===== src/sv/hrhp_pkg.sv =====
// ----------------------------------------------------------------------------
// HTTP response header parser package
// Byte codes, fixed header texts, phase and value kind types shared by the
// parser and its checker.
// ----------------------------------------------------------------------------
package hrhp_pkg;

  localparam int TDATA_W = 96;
  localparam int TEXT_W  = 144;

  localparam logic [7:0] CH_CR    = 8'h0d;
  localparam logic [7:0] CH_LF    = 8'h0a;
  localparam logic [7:0] CH_SPACE = 8'h20;
  localparam logic [7:0] CH_ZERO  = 8'h30;
  localparam logic [7:0] CH_NINE  = 8'h39;

  localparam logic [TEXT_W-1:0] PREFIX_TEXT  = "HTTP/";
  localparam logic [TEXT_W-1:0] CL_TEXT      = "Content-Length:";
  localparam logic [TEXT_W-1:0] TE_TEXT      = "Transfer-Encoding:";
  localparam logic [TEXT_W-1:0] CONN_TEXT    = "Connection:";
  localparam logic [TEXT_W-1:0] CHUNKED_TEXT = "chunked";
  localparam logic [TEXT_W-1:0] CLOSE_TEXT   = "close";

  localparam logic [4:0] LEN_PREFIX  = 5'd5;
  localparam logic [4:0] LEN_CL      = 5'd15;
  localparam logic [4:0] LEN_TE      = 5'd18;
  localparam logic [4:0] LEN_CONN    = 5'd11;
  localparam logic [2:0] LEN_CHUNKED = 3'd7;
  localparam logic [2:0] LEN_CLOSE   = 3'd5;

  // Bit positions of the result fields within m_tdata.
  localparam int OUT_HEADERS_DONE = 8;
  localparam int OUT_BAD_RESPONSE = 9;

  typedef enum logic [3:0] {
    PH_PREFIX,
    PH_SEEK_SPACE,
    PH_STATUS,
    PH_SKIP_LINE,
    PH_LINE_START,
    PH_NAME,
    PH_VALUE,
    PH_BLANK_CR,
    PH_BODY,
    PH_BAD
  } phase_t;

  typedef enum logic [1:0] {
    KIND_NONE,
    KIND_LENGTH,
    KIND_TRANSFER,
    KIND_CONN
  } kind_t;

endpackage


===== src/sv/http_response_header_parser.sv =====
// ----------------------------------------------------------------------------
// HTTP response header parser
// Checks the HTTP/ prefix, takes the status code and the Content-Length,
// Transfer-Encoding and Connection headers, then marks body bytes.
// ----------------------------------------------------------------------------
// The parser takes one response byte per request and returns one result per
// byte, and it can take a new byte in every clock cycle while results are
// taken: each byte is decoded combinationally against the parse state, its
// result is held in an output register, and a new byte is accepted in the
// same cycle as the previous result is taken, so bytes follow with no gap.
// The result of an accepted byte appears in the cycle after it. The header
// matchers, multiply-by-ten accumulators and body counter all sit before the
// output register; the 32-bit length accumulate sets the longest path.
// A byte with tlast set closes the response and the parser starts afresh.
module http_response_header_parser (
  input  logic                        clk,
  input  logic                        rst,
  input  logic                        s_tvalid,
  output logic                        s_tready,
  input  logic [7:0]                  s_tdata,   // [7:0] data_byte
  input  logic                        s_tlast,   // last_byte
  output logic                        m_tvalid,
  input  logic                        m_tready,
  // [7:0] body_byte, [8] headers_done, [9] bad_response, [25:10] status_value,
  // [57:26] length_value, [58] chunked_flag, [59] close_flag,
  // [91:60] body_length, [95:92] zero
  output logic [hrhp_pkg::TDATA_W-1:0] m_tdata,
  output logic                        m_tuser,   // body_valid
  output logic                        m_tlast    // response_end
);

  hrhp_pkg::phase_t phase, phase_next;
  hrhp_pkg::kind_t  value_kind, value_kind_next;
  logic [4:0]  match_position, match_position_next;
  logic [2:0]  name_candidates, name_candidates_next;
  logic [2:0]  chunked_match_position, chunked_match_position_next;
  logic [2:0]  close_match_position, close_match_position_next;
  logic [15:0] status_accumulator, status_accumulator_next;
  logic [31:0] length_accumulator, length_accumulator_next;
  logic [31:0] body_counter, body_counter_next;
  logic        chunked_seen, chunked_seen_next;
  logic        close_seen, close_seen_next;
  logic        pending_carriage_return, pending_carriage_return_next;
  logic        bad_seen, bad_seen_next;

  logic        accept;
  logic [7:0]  b;
  logic        is_digit;
  logic [3:0]  digit;
  logic [2:0]  cand_eff;
  logic [4:0]  pos_eff;
  logic [2:0]  live;
  logic        do_name;
  logic        do_body;
  logic        body_valid;
  logic        headers_done;
  logic        bad_response;
  logic [3:0]  chunked_step;
  logic [3:0]  close_step;

  function automatic logic [7:0] text_char(input logic [hrhp_pkg::TEXT_W-1:0] text,
                                           input logic [4:0] len, input logic [4:0] pos);
    logic [4:0] ci;
    ci = len - pos - 5'd1;
    return text[{ci, 3'b000} +: 8];
  endfunction

  function automatic logic [3:0] seek_step(input logic [2:0] pos, input logic [7:0] ch,
                                           input logic [hrhp_pkg::TEXT_W-1:0] text,
                                           input logic [2:0] len);
    logic [2:0] p;
    logic [2:0] nx;
    logic       hit;
    p = (pos >= len) ? 3'd0 : pos;
    if (ch == text_char(text, {2'b00, len}, {2'b00, p})) begin
      nx = p + 3'd1;
    end else begin
      nx = (ch == text_char(text, {2'b00, len}, 5'd0)) ? 3'd1 : 3'd0;
    end
    hit = 1'b0;
    if (nx >= len) begin
      hit = 1'b1;
      nx  = 3'd0;
    end
    return {hit, nx};
  endfunction

  assign s_tready = !m_tvalid || m_tready;
  assign accept   = s_tvalid && s_tready;
  assign b        = s_tdata;
  assign is_digit = (b >= hrhp_pkg::CH_ZERO) && (b <= hrhp_pkg::CH_NINE);
  assign digit    = 4'(b - hrhp_pkg::CH_ZERO);

  // A header line starts its name match afresh with all three names live.
  assign cand_eff = (phase == hrhp_pkg::PH_LINE_START) ? 3'b111 : name_candidates;
  assign pos_eff  = (phase == hrhp_pkg::PH_LINE_START) ? 5'd0 : match_position;

  assign live[0] = cand_eff[0] && (pos_eff < hrhp_pkg::LEN_CL) &&
                   (b == text_char(hrhp_pkg::CL_TEXT, hrhp_pkg::LEN_CL, pos_eff));
  assign live[1] = cand_eff[1] && (pos_eff < hrhp_pkg::LEN_TE) &&
                   (b == text_char(hrhp_pkg::TE_TEXT, hrhp_pkg::LEN_TE, pos_eff));
  assign live[2] = cand_eff[2] && (pos_eff < hrhp_pkg::LEN_CONN) &&
                   (b == text_char(hrhp_pkg::CONN_TEXT, hrhp_pkg::LEN_CONN, pos_eff));

  assign chunked_step = seek_step(chunked_match_position, b, hrhp_pkg::CHUNKED_TEXT,
                                  hrhp_pkg::LEN_CHUNKED);
  assign close_step   = seek_step(close_match_position, b, hrhp_pkg::CLOSE_TEXT,
                                  hrhp_pkg::LEN_CLOSE);

  always_comb begin
    phase_next                   = phase;
    value_kind_next              = value_kind;
    match_position_next          = match_position;
    name_candidates_next         = name_candidates;
    chunked_match_position_next  = chunked_match_position;
    close_match_position_next    = close_match_position;
    status_accumulator_next      = status_accumulator;
    length_accumulator_next      = length_accumulator;
    body_counter_next            = body_counter;
    chunked_seen_next            = chunked_seen;
    close_seen_next              = close_seen;
    pending_carriage_return_next = pending_carriage_return;
    bad_seen_next                = bad_seen;
    do_name                      = 1'b0;
    do_body                      = 1'b0;
    body_valid                   = 1'b0;

    unique case (phase)
      hrhp_pkg::PH_PREFIX: begin
        if (match_position < hrhp_pkg::LEN_PREFIX &&
            b == text_char(hrhp_pkg::PREFIX_TEXT, hrhp_pkg::LEN_PREFIX, match_position)) begin
          if (match_position == hrhp_pkg::LEN_PREFIX - 5'd1) begin
            match_position_next = 5'd0;
            phase_next          = hrhp_pkg::PH_SEEK_SPACE;
          end else begin
            match_position_next = match_position + 5'd1;
          end
        end else begin
          bad_seen_next = 1'b1;
          phase_next    = hrhp_pkg::PH_BAD;
        end
      end
      hrhp_pkg::PH_SEEK_SPACE: begin
        if (b == hrhp_pkg::CH_SPACE) begin
          phase_next = hrhp_pkg::PH_STATUS;
        end
      end
      hrhp_pkg::PH_STATUS: begin
        if (is_digit) begin
          status_accumulator_next = 16'(status_accumulator * 16'd10 + {12'd0, digit});
        end else if (b == hrhp_pkg::CH_CR) begin
          pending_carriage_return_next = 1'b1;
          phase_next                   = hrhp_pkg::PH_LINE_START;
        end else if (b == hrhp_pkg::CH_LF) begin
          pending_carriage_return_next = 1'b0;
          phase_next                   = hrhp_pkg::PH_LINE_START;
        end else begin
          phase_next = hrhp_pkg::PH_SKIP_LINE;
        end
      end
      hrhp_pkg::PH_SKIP_LINE: begin
        if (b == hrhp_pkg::CH_CR) begin
          pending_carriage_return_next = 1'b1;
          phase_next                   = hrhp_pkg::PH_LINE_START;
        end else if (b == hrhp_pkg::CH_LF) begin
          pending_carriage_return_next = 1'b0;
          phase_next                   = hrhp_pkg::PH_LINE_START;
        end
      end
      hrhp_pkg::PH_LINE_START: begin
        pending_carriage_return_next = 1'b0;
        if (!(pending_carriage_return && b == hrhp_pkg::CH_LF)) begin
          if (b == hrhp_pkg::CH_CR) begin
            phase_next = hrhp_pkg::PH_BLANK_CR;
          end else if (b == hrhp_pkg::CH_LF) begin
            phase_next = hrhp_pkg::PH_BODY;
          end else begin
            value_kind_next = hrhp_pkg::KIND_NONE;
            do_name         = 1'b1;
          end
        end
      end
      hrhp_pkg::PH_NAME: begin
        do_name = 1'b1;
      end
      hrhp_pkg::PH_VALUE: begin
        if (b == hrhp_pkg::CH_CR) begin
          pending_carriage_return_next = 1'b1;
          phase_next                   = hrhp_pkg::PH_LINE_START;
        end else if (b == hrhp_pkg::CH_LF) begin
          pending_carriage_return_next = 1'b0;
          phase_next                   = hrhp_pkg::PH_LINE_START;
        end else begin
          unique case (value_kind)
            hrhp_pkg::KIND_LENGTH: begin
              if (is_digit) begin
                length_accumulator_next = 32'(length_accumulator * 32'd10 + {28'd0, digit});
                match_position_next     = 5'd1;
              end else if (!(b == hrhp_pkg::CH_SPACE && match_position == 5'd0)) begin
                phase_next = hrhp_pkg::PH_SKIP_LINE;
              end
            end
            hrhp_pkg::KIND_TRANSFER: begin
              chunked_match_position_next = chunked_step[2:0];
              if (chunked_step[3]) begin
                chunked_seen_next = 1'b1;
              end
            end
            hrhp_pkg::KIND_CONN: begin
              close_match_position_next = close_step[2:0];
              if (close_step[3]) begin
                close_seen_next = 1'b1;
              end
            end
            hrhp_pkg::KIND_NONE: begin
              phase_next = hrhp_pkg::PH_SKIP_LINE;
            end
            default: begin
              phase_next = hrhp_pkg::PH_SKIP_LINE;
            end
          endcase
        end
      end
      hrhp_pkg::PH_BLANK_CR: begin
        phase_next = hrhp_pkg::PH_BODY;
        do_body    = (b != hrhp_pkg::CH_LF);
      end
      hrhp_pkg::PH_BODY: begin
        do_body = 1'b1;
      end
      default: begin
      end
    endcase

    if (do_name) begin
      name_candidates_next = cand_eff;
      match_position_next  = pos_eff;
      if (live == 3'b000) begin
        if (b == hrhp_pkg::CH_CR) begin
          pending_carriage_return_next = 1'b1;
          phase_next                   = hrhp_pkg::PH_LINE_START;
        end else if (b == hrhp_pkg::CH_LF) begin
          pending_carriage_return_next = 1'b0;
          phase_next                   = hrhp_pkg::PH_LINE_START;
        end else begin
          phase_next = hrhp_pkg::PH_SKIP_LINE;
        end
      end else if ((live[0] && pos_eff == hrhp_pkg::LEN_CL - 5'd1) ||
                   (live[1] && pos_eff == hrhp_pkg::LEN_TE - 5'd1) ||
                   (live[2] && pos_eff == hrhp_pkg::LEN_CONN - 5'd1)) begin
        phase_next                  = hrhp_pkg::PH_VALUE;
        match_position_next         = 5'd0;
        chunked_match_position_next = 3'd0;
        close_match_position_next   = 3'd0;
        if (live[0] && pos_eff == hrhp_pkg::LEN_CL - 5'd1) begin
          value_kind_next         = hrhp_pkg::KIND_LENGTH;
          length_accumulator_next = 32'd0;
        end else if (live[1] && pos_eff == hrhp_pkg::LEN_TE - 5'd1) begin
          value_kind_next = hrhp_pkg::KIND_TRANSFER;
        end else begin
          value_kind_next = hrhp_pkg::KIND_CONN;
        end
      end else begin
        name_candidates_next = live;
        match_position_next  = pos_eff + 5'd1;
        phase_next           = hrhp_pkg::PH_NAME;
      end
    end

    if (do_body) begin
      if (!(length_accumulator != 32'd0 && body_counter >= length_accumulator)) begin
        body_valid = 1'b1;
        if (body_counter != 32'hffff_ffff) begin
          body_counter_next = body_counter + 32'd1;
        end
      end
    end
  end

  assign headers_done = (phase_next == hrhp_pkg::PH_BODY);
  assign bad_response = bad_seen_next || (s_tlast && phase_next == hrhp_pkg::PH_PREFIX);

  always_ff @(posedge clk) begin
    if (rst) begin
      m_tvalid                <= 1'b0;
      phase                   <= hrhp_pkg::PH_PREFIX;
      value_kind              <= hrhp_pkg::KIND_NONE;
      match_position          <= 5'd0;
      name_candidates         <= 3'b111;
      chunked_match_position  <= 3'd0;
      close_match_position    <= 3'd0;
      status_accumulator      <= 16'd0;
      length_accumulator      <= 32'd0;
      body_counter            <= 32'd0;
      chunked_seen            <= 1'b0;
      close_seen              <= 1'b0;
      pending_carriage_return <= 1'b0;
      bad_seen                <= 1'b0;
    end else begin
      if (accept) begin
        m_tvalid <= 1'b1;
      end else if (m_tready) begin
        m_tvalid <= 1'b0;
      end
      if (accept && s_tlast) begin
        phase                   <= hrhp_pkg::PH_PREFIX;
        value_kind              <= hrhp_pkg::KIND_NONE;
        match_position          <= 5'd0;
        name_candidates         <= 3'b111;
        chunked_match_position  <= 3'd0;
        close_match_position    <= 3'd0;
        status_accumulator      <= 16'd0;
        length_accumulator      <= 32'd0;
        body_counter            <= 32'd0;
        chunked_seen            <= 1'b0;
        close_seen              <= 1'b0;
        pending_carriage_return <= 1'b0;
        bad_seen                <= 1'b0;
      end else if (accept) begin
        phase                   <= phase_next;
        value_kind              <= value_kind_next;
        match_position          <= match_position_next;
        name_candidates         <= name_candidates_next;
        chunked_match_position  <= chunked_match_position_next;
        close_match_position    <= close_match_position_next;
        status_accumulator      <= status_accumulator_next;
        length_accumulator      <= length_accumulator_next;
        body_counter            <= body_counter_next;
        chunked_seen            <= chunked_seen_next;
        close_seen              <= close_seen_next;
        pending_carriage_return <= pending_carriage_return_next;
        bad_seen                <= bad_seen_next;
      end
    end
  end

  always_ff @(posedge clk) begin
    if (accept) begin
      m_tdata <= {4'd0, body_counter_next, close_seen_next, chunked_seen_next,
                  length_accumulator_next, status_accumulator_next,
                  bad_response, headers_done, b};
      m_tuser <= body_valid;
      m_tlast <= s_tlast;
    end
  end

endmodule


===== config.mk =====
export PLATFORM = sky130hd
export DESIGN_NAME = http_response_header_parser
export DESIGN_NICKNAME = d
export VERILOG_FILES = /design/src/sv/hrhp_pkg.sv /design/src/sv/http_response_header_parser.sv
export SDC_FILE = /design/constraint.sdc
export NUM_CORES = 1
export LEC_CHECK = 0
export BUFFER_PORTS_ARGS = -buffer_cell sky130_fd_sc_hd__buf_4
export CAP_MARGIN = 15
export CORE_UTILIZATION = 35
export CTS_CLUSTER_SIZE = 12
export DETAILED_ROUTE_END_ITERATION = 10
export MAX_ROUTING_LAYER = met4
export PLACE_DENSITY_LB_ADDON = 0.12
export SLEW_MARGIN = 20
export SYNTH_ARGS = -nofsm -noshare
export SYNTH_HDL_FRONTEND = slang
export SYNTH_SLANG_ARGS = --single-unit
export TNS_END_PERCENT = 5

===== constraint.sdc =====
create_clock -name clk -period 5.84 [get_ports clk]
set_input_delay 0.876 -clock clk [delete_from_list [all_inputs] [get_ports clk]]
set_output_delay 0.876 -clock clk [all_outputs]
set_load 0.03 [all_outputs]

; ---- After elaboration in Yosys (flattened, before gate mapping)
; Index checks and enable logic that the tools add are counted.
; W data, S select, Z words.
[word_totals]
ram_bits = 0
elab_cells = 231
romBits = 0
latch_bits = 0
regBits = 199
mem_count = 0
[classes]
reduce_logical = 34
n_shift = 6
muxes = 108
n_div = 0
n_addsub = 20
magnitude_cmp = 11
eq_ne = 33
bitwise = 0
n_mul = 2
[ops]
columns = cell, n
row1 = $shiftx A144 B9 Y8 const A, 6
row2 = $mux W32, 12
row3 = $mux W3, 25
row4 = $mux W4, 15
row5 = $mux W5, 10
row6 = $eq A8 B8 Y1, 6
row7 = $add A32 B1 Y32 const B, 1
row8 = $add A32 B4 Y32, 1
row9 = $ge A32 B32 Y1, 1
row10 = $mul A32 B3 Y31 const B, 1
row11 = $mux W16, 2
row12 = $ne A32 B32 Y1 const B, 1
row13 = $reduce_bool A32 Y1, 1
row14 = $mux W1, 29
row15 = $pmux W4 S7, 1
row16 = $sub A5 B1 Y5 const B, 4
row17 = $mux W2, 9
row18 = $logic_and A1 B1 Y1, 17
row19 = $add A16 B4 Y16, 1
row20 = $eq A4 B3 Y1 const B, 4
row21 = $eq A8 B4 Y1 const B, 2
row22 = $mul A16 B3 Y15 const B, 1
row23 = $ge A3 B3 Y1 const B, 4
row24 = $ne A3 B3 Y1 const B, 4
row25 = 40 further kinds, 56

; ---- Depth between registers and ports, before layout
[logic_depth]
word_depth = 16
mapped_depth = 24

; ---- Worst setup path before layout
; OpenSTA, ideal clock, no wires.
[synth_path]
path_kind = input-to-reg
from = in m_tready
to = reg m_tdata[0] in the netlist's numbering (enable)
arrival_time_ps = 4485
setup_ps = 495
path_stages = 5
required_ps = 5345
path_slack_ps = 860
n_path_buf = 2
path_cell_list = nand2b_1 nand2_1 clkinv_1 clkbuf_1 buf_1
[synth_via]
elab_chain_len = 2
[synth_lines]
columns = element, line
row1 = from (decl), http_response_header_parser.sv:23  ; input logic m_tready,
row2 = $logic_or A1 B1 Y1, http_response_header_parser.sv:88  ; assign s_tready = !m_tvalid || m_tready;
row3 = $logic_and A1 B1 Y1, http_response_header_parser.sv:89  ; assign accept = s_tvalid && s_tready;
row4 = net accept, http_response_header_parser.sv:46  ; logic accept;
row5 = to (signal assigned), http_response_header_parser.sv:339  ; m_tdata <= {4'd0, body_counter_next, close_seen_next, chunked_seen_next,
row6 = to (decl), http_response_header_parser.sv:27  ; output logic [hrhp_pkg::TDATA_W-1:0] m_tdata,
; The timed path passes the listed nets, and every way through them passes these cells.
; A chain may end at the register's enable or synchronous reset.

; ---- Worst setup path after layout
[layout_path]
from = reg phase[1]
to = reg length_accumulator[25]
[layout_via]
elab_chain_len = 13
word_cells_on_any_way = 41
[layout_lines]
columns = element, line
row1 = from (decl), http_response_header_parser.sv:32  ; hrhp_pkg::phase_t phase, phase_next;
row2 = from (signal assigned), http_response_header_parser.sv:286  ; phase <= hrhp_pkg::PH_PREFIX;
row3 = from (signal assigned), http_response_header_parser.sv:306  ; phase <= hrhp_pkg::PH_PREFIX;
row4 = from (signal assigned), http_response_header_parser.sv:320  ; phase <= phase_next;
row5 = $eq A4 B3 Y1, "http_response_header_parser.sv:95, http_response_header_parser.sv:96, http_response_header_parser.sv:128"
row6 = $mux W5, http_response_header_parser.sv:96  ; assign pos_eff = (phase == hrhp_pkg::PH_LINE_START) ? 5'd0 : match_position;
row7 = $sub A4 B5 Y5 / $sub A5 B5 Y5 (equally long branches), http_response_header_parser.sv:64  ; ci = len - pos - 5'd1;
row8 = $sub A5 B1 Y5, http_response_header_parser.sv:64
row9 = $shiftx A144 B9 Y8, http_response_header_parser.sv:65  ; return text[{ci, 3'b000} +: 8];
row10 = $eq A8 B8 Y1 (on tied branches), "http_response_header_parser.sv:99, http_response_header_parser.sv:101"
row11 = $logic_and A1 B1 Y1 (on tied branches), "http_response_header_parser.sv:98, http_response_header_parser.sv:100"
row12 = $logic_and A1 B1 Y1 (on tied branches), "http_response_header_parser.sv:248, http_response_header_parser.sv:255, http_response_header_parser.sv:249"
row13 = $logic_or A1 B1 Y1, http_response_header_parser.sv:248  ; end else if ((live[0] && pos_eff == hrhp_pkg::LEN_CL - 5'd1) ||
row14 = $logic_or A1 B1 Y1, http_response_header_parser.sv:249  ; (live[1] && pos_eff == hrhp_pkg::LEN_TE - 5'd1) ||
row15 = $mux W32, http_response_header_parser.sv:248
row16 = $mux W32, http_response_header_parser.sv:238  ; if (live == 3'b000) begin
row17 = $mux W32 *, http_response_header_parser.sv:235  ; if (do_name) begin
row18 = to (signal assigned), http_response_header_parser.sv:327  ; length_accumulator <= length_accumulator_next;
row19 = to (decl), http_response_header_parser.sv:39  ; logic [31:0] length_accumulator, length_accumulator_next;
; Every way passes the cells marked *; elsewhere a longest branch is shown, timed or not.

==> results.ini <==
[sta]
hold_viol_final=0
setup_viol=0
timing.final.crit_share_pct=91.7
tightest_slew_ps=1060
fin_skew_ps=21.8
period_needed_ps=5360
fmax_ghz=0.187
grt_setup_unrepaired=false
finalSetupTns_ps=0
max_slew_margin_pct=29.1
maxSlewViolCount=0

[floorplan]
fp.dieH_um=215
start_util_pct=35.7
io_pins=113
coreArea_um2=44400
fp.dieW_um=215
die_area_um2=46100
num_rows=77

[worst_setup_path]
rrSetupSlack_ps=480
reg2reg_from=phase[1]$_SDFFE_PP0P_
required_ps=6180
reg2reg_depth=16
endpoint_kind=flop
start_kind=flop
cp_data_arrival_time_ps=5690
rr_endpoint=length_accumulator[25]$_SDFFE_PP0P_
crit_type=flop to flop
cp_max_fo=14

[power_and_ir_drop]
clkPwrFrac_pct=38.8
total_leakage_power_nw=7.13
pwr-share-comb_pct=17.7
sw_frac_of_total_pct=30.5
switchingPower_mw=1.07
ir_worst_vdd_v=0.000239
internal_power_mw=2.42
powerDensity_nw_per_um2=195
p_seq_share_pct=43.5

[worst_hold_path]
min_path_type=flop to flop
hold_depth=2
holdPathEnd=bad_seen$_SDFFE_PP0P_
hp-start=bad_seen$_SDFFE_PP0P_

[detailed_routing]
drt-pass1-iter-count=5
vias=14586
post_drt_wl_per_cell_um=20.7
ant_nets=0
drt-total-wl_um=52800
drc=0
drt-vias-per-instance=5.72
drt-initial-drc-count=1092

[logic_synthesis]
syn_inst=1898
netlist.area_leader.share_pct=17.8
synth_area_leader_cell=edfxtp_1
yosysWarningCount=0
synth.distinct_cells=86
synth_area_um2=15800
synthArstFlopShare_pct=0
ys_seq_elements=199
synth_top_cells_by_area=edfxtp_1, dfxtp_1, ha_1, nand2_1, a21oi_1
synth_ff_type=dfxtp_1
synth_edf_count=94
synth-seq-area-share_pct=31.1
avgSynthCellArea_um2=8.35

[grt]
use_met2_pct=36.5
grt_pass1_wl_um=81800
grt_pass1_vias=13830
met3_usage_pct=3.37
track_usage_pct=23.3
grt_overflow_total=0
grt.busiest_layer=met2
use_met1_pct=31.3
antenna_found_initial=0
grt_max_degree=84

[placed_design]
hpwlAfterDp_um=38400
numPortBuffers=108
place_congestion=0.890

[outcome]
status=completed

[clock_network]
clockRootBuffer=clkbuf_16
cts_buffers=17
cts_sinks=199
cts_max_path_buffers=2
cts_resized=0
ctsHoldBuffers=0
clk_pin_slew_ps=80
cts_setup_buffers=0
cts_tree=done
htree_levels=4
clk_latency_ps=490

[cells_and_area]
layout_common_cells=nand2_1, ha_1, a21oi_1, buf_4, nor2_1
diodes=0
final_common_cell=nand2_1
drive_gt1_share_pct=10.9
utilization_pct=40.3
finalNetCount=2111
syn_to_final_growth_pct=12.8

[job]
cap_violations=0

## kinds of logic (layout without fill, tap and decap cells)
logic type	after synthesis	after routing	synth area share (%)
xor+xnor	135	135	7.46
other cells	1	4	0.0237
flops	199	199	31.1
fa+ha+maj	152	152	12.2
mux	29	29	1.98
simple gates	707	707	22.8
buf+inv	196	254	4.86
compound gates	479	479	19.6
## registers in the layout, indices dropped and copies added (netlist names), 2 cells and up
| signal | count |
|---|---|
| m_tdata | 92 |
| body_counter | 32 |
| length_accumulator | 32 |
| status_accumulator | 16 |
| match_position | 5 |
| phase | 4 |
| chunked_match_position | 3 |
| close_match_position | 3 |
| name_candidates | 3 |
| value_kind | 2 |
## cell usage after synthesis, drive strengths merged (9+ instances only)
library cell and number:
a211oi 37, a21o 35, a21oi 142, a22oi 9
a31oi 14, and2 9, and3 23, and4 9
buf 22, clkbuf 90, dfxtp 105, edfxtp 94
ha 148, inv 82, mux2 9, mux2i 19
nand2 198, nand2b 17, nand3 78, nand4 41
nor2 131, nor2b 21, nor3 53, nor3b 14
nor4 29, o211ai 16, o21ai 105, o31ai 32
or2 10, or3 24, or4 28, xnor2 70
xor2 65
## power by group through the flow
stage	registers (mW)	clock network, mW	logic [mW]
after floorplan	1.62	0	0.348
after detailed placement	1.55	0	0.612
final	1.52	1.35	0.618
after CTS	1.52	1.39	0.613
after global routing	1.52	1.43	0.666
after global placement	1.55	0	0.611
## worst max path at each step
stage | startpoint | slack, ps | to | cells after the start
CTS | phase[1]$_SDFFE_PP0P_ | 570 | length_accumulator[25]$_SDFFE_PP0P_ | 16
detailed placement | phase[1]$_SDFFE_PP0P_ | 580 | length_accumulator[0]$_SDFFE_PP0P_ | 16
finish | phase[1]$_SDFFE_PP0P_ | 480 | length_accumulator[25]$_SDFFE_PP0P_ | 16
floorplan | m_tready | 860 | m_tdata[0]$_DFFE_PP_ | 5
global route | phase[1]$_SDFFE_PP0P_ | 80 | length_accumulator[25]$_SDFFE_PP0P_ | 16
global placement | phase[1]$_SDFFE_PP0P_ | 760 | length_accumulator[25]$_SDFFE_PP0P_ | 16
## per-stage QoR
stage	power, mW	area [um2]	std cells	hold slack (ps)	setup slack, ps
floorplan	1.97	15900	1901	437	860
global placement	2.16	17200	2519	457	762
detailed placement	2.16	17200	2519	465	581
CTS	3.52	17900	2551	485	566
global route	3.62	17900	2551	534	82.5
finish	3.49	17900	2551	490	483
## area by class of cell
cell class / count / area (um2)
multi-input combinational: 1506 / 10200
tap: 592 / 741
sequential: 199 / 4920
inverter: 84 / 320
fill: 4487 / 26500
clock inverter: 14 / 203
timing repair buffer: 138 / 1050
clock buffer: 18 / 450
## worst max-delay path, cell delays in order (launching register included)
cell and delay, ps:
dfxtp_1 320, or4b_1 630, nand2_1 130, inv_1 130, ha_1 380, inv_1 170, ha_1 410, nor2b_1 350
a221oi_1 80, o21ai_0 510, nand2_1 160, o32a_1 320, and4bb_2 340, and2_1 560, o21ai_0 370, a22oi_1 290
nor2_1 50
## routing by layer
metal / vias to the layer above / routed length [um] / share of wire (%)
li1: 7099 / - / -
met1: 7072 / 25200 / 48
met2: 355 / 24400 / 46
met3: 60 / 2370 / 4.5
met4: 0 / 837 / 1.6
met5: - / 0 / 0
(Power assumes the default switching activity.)
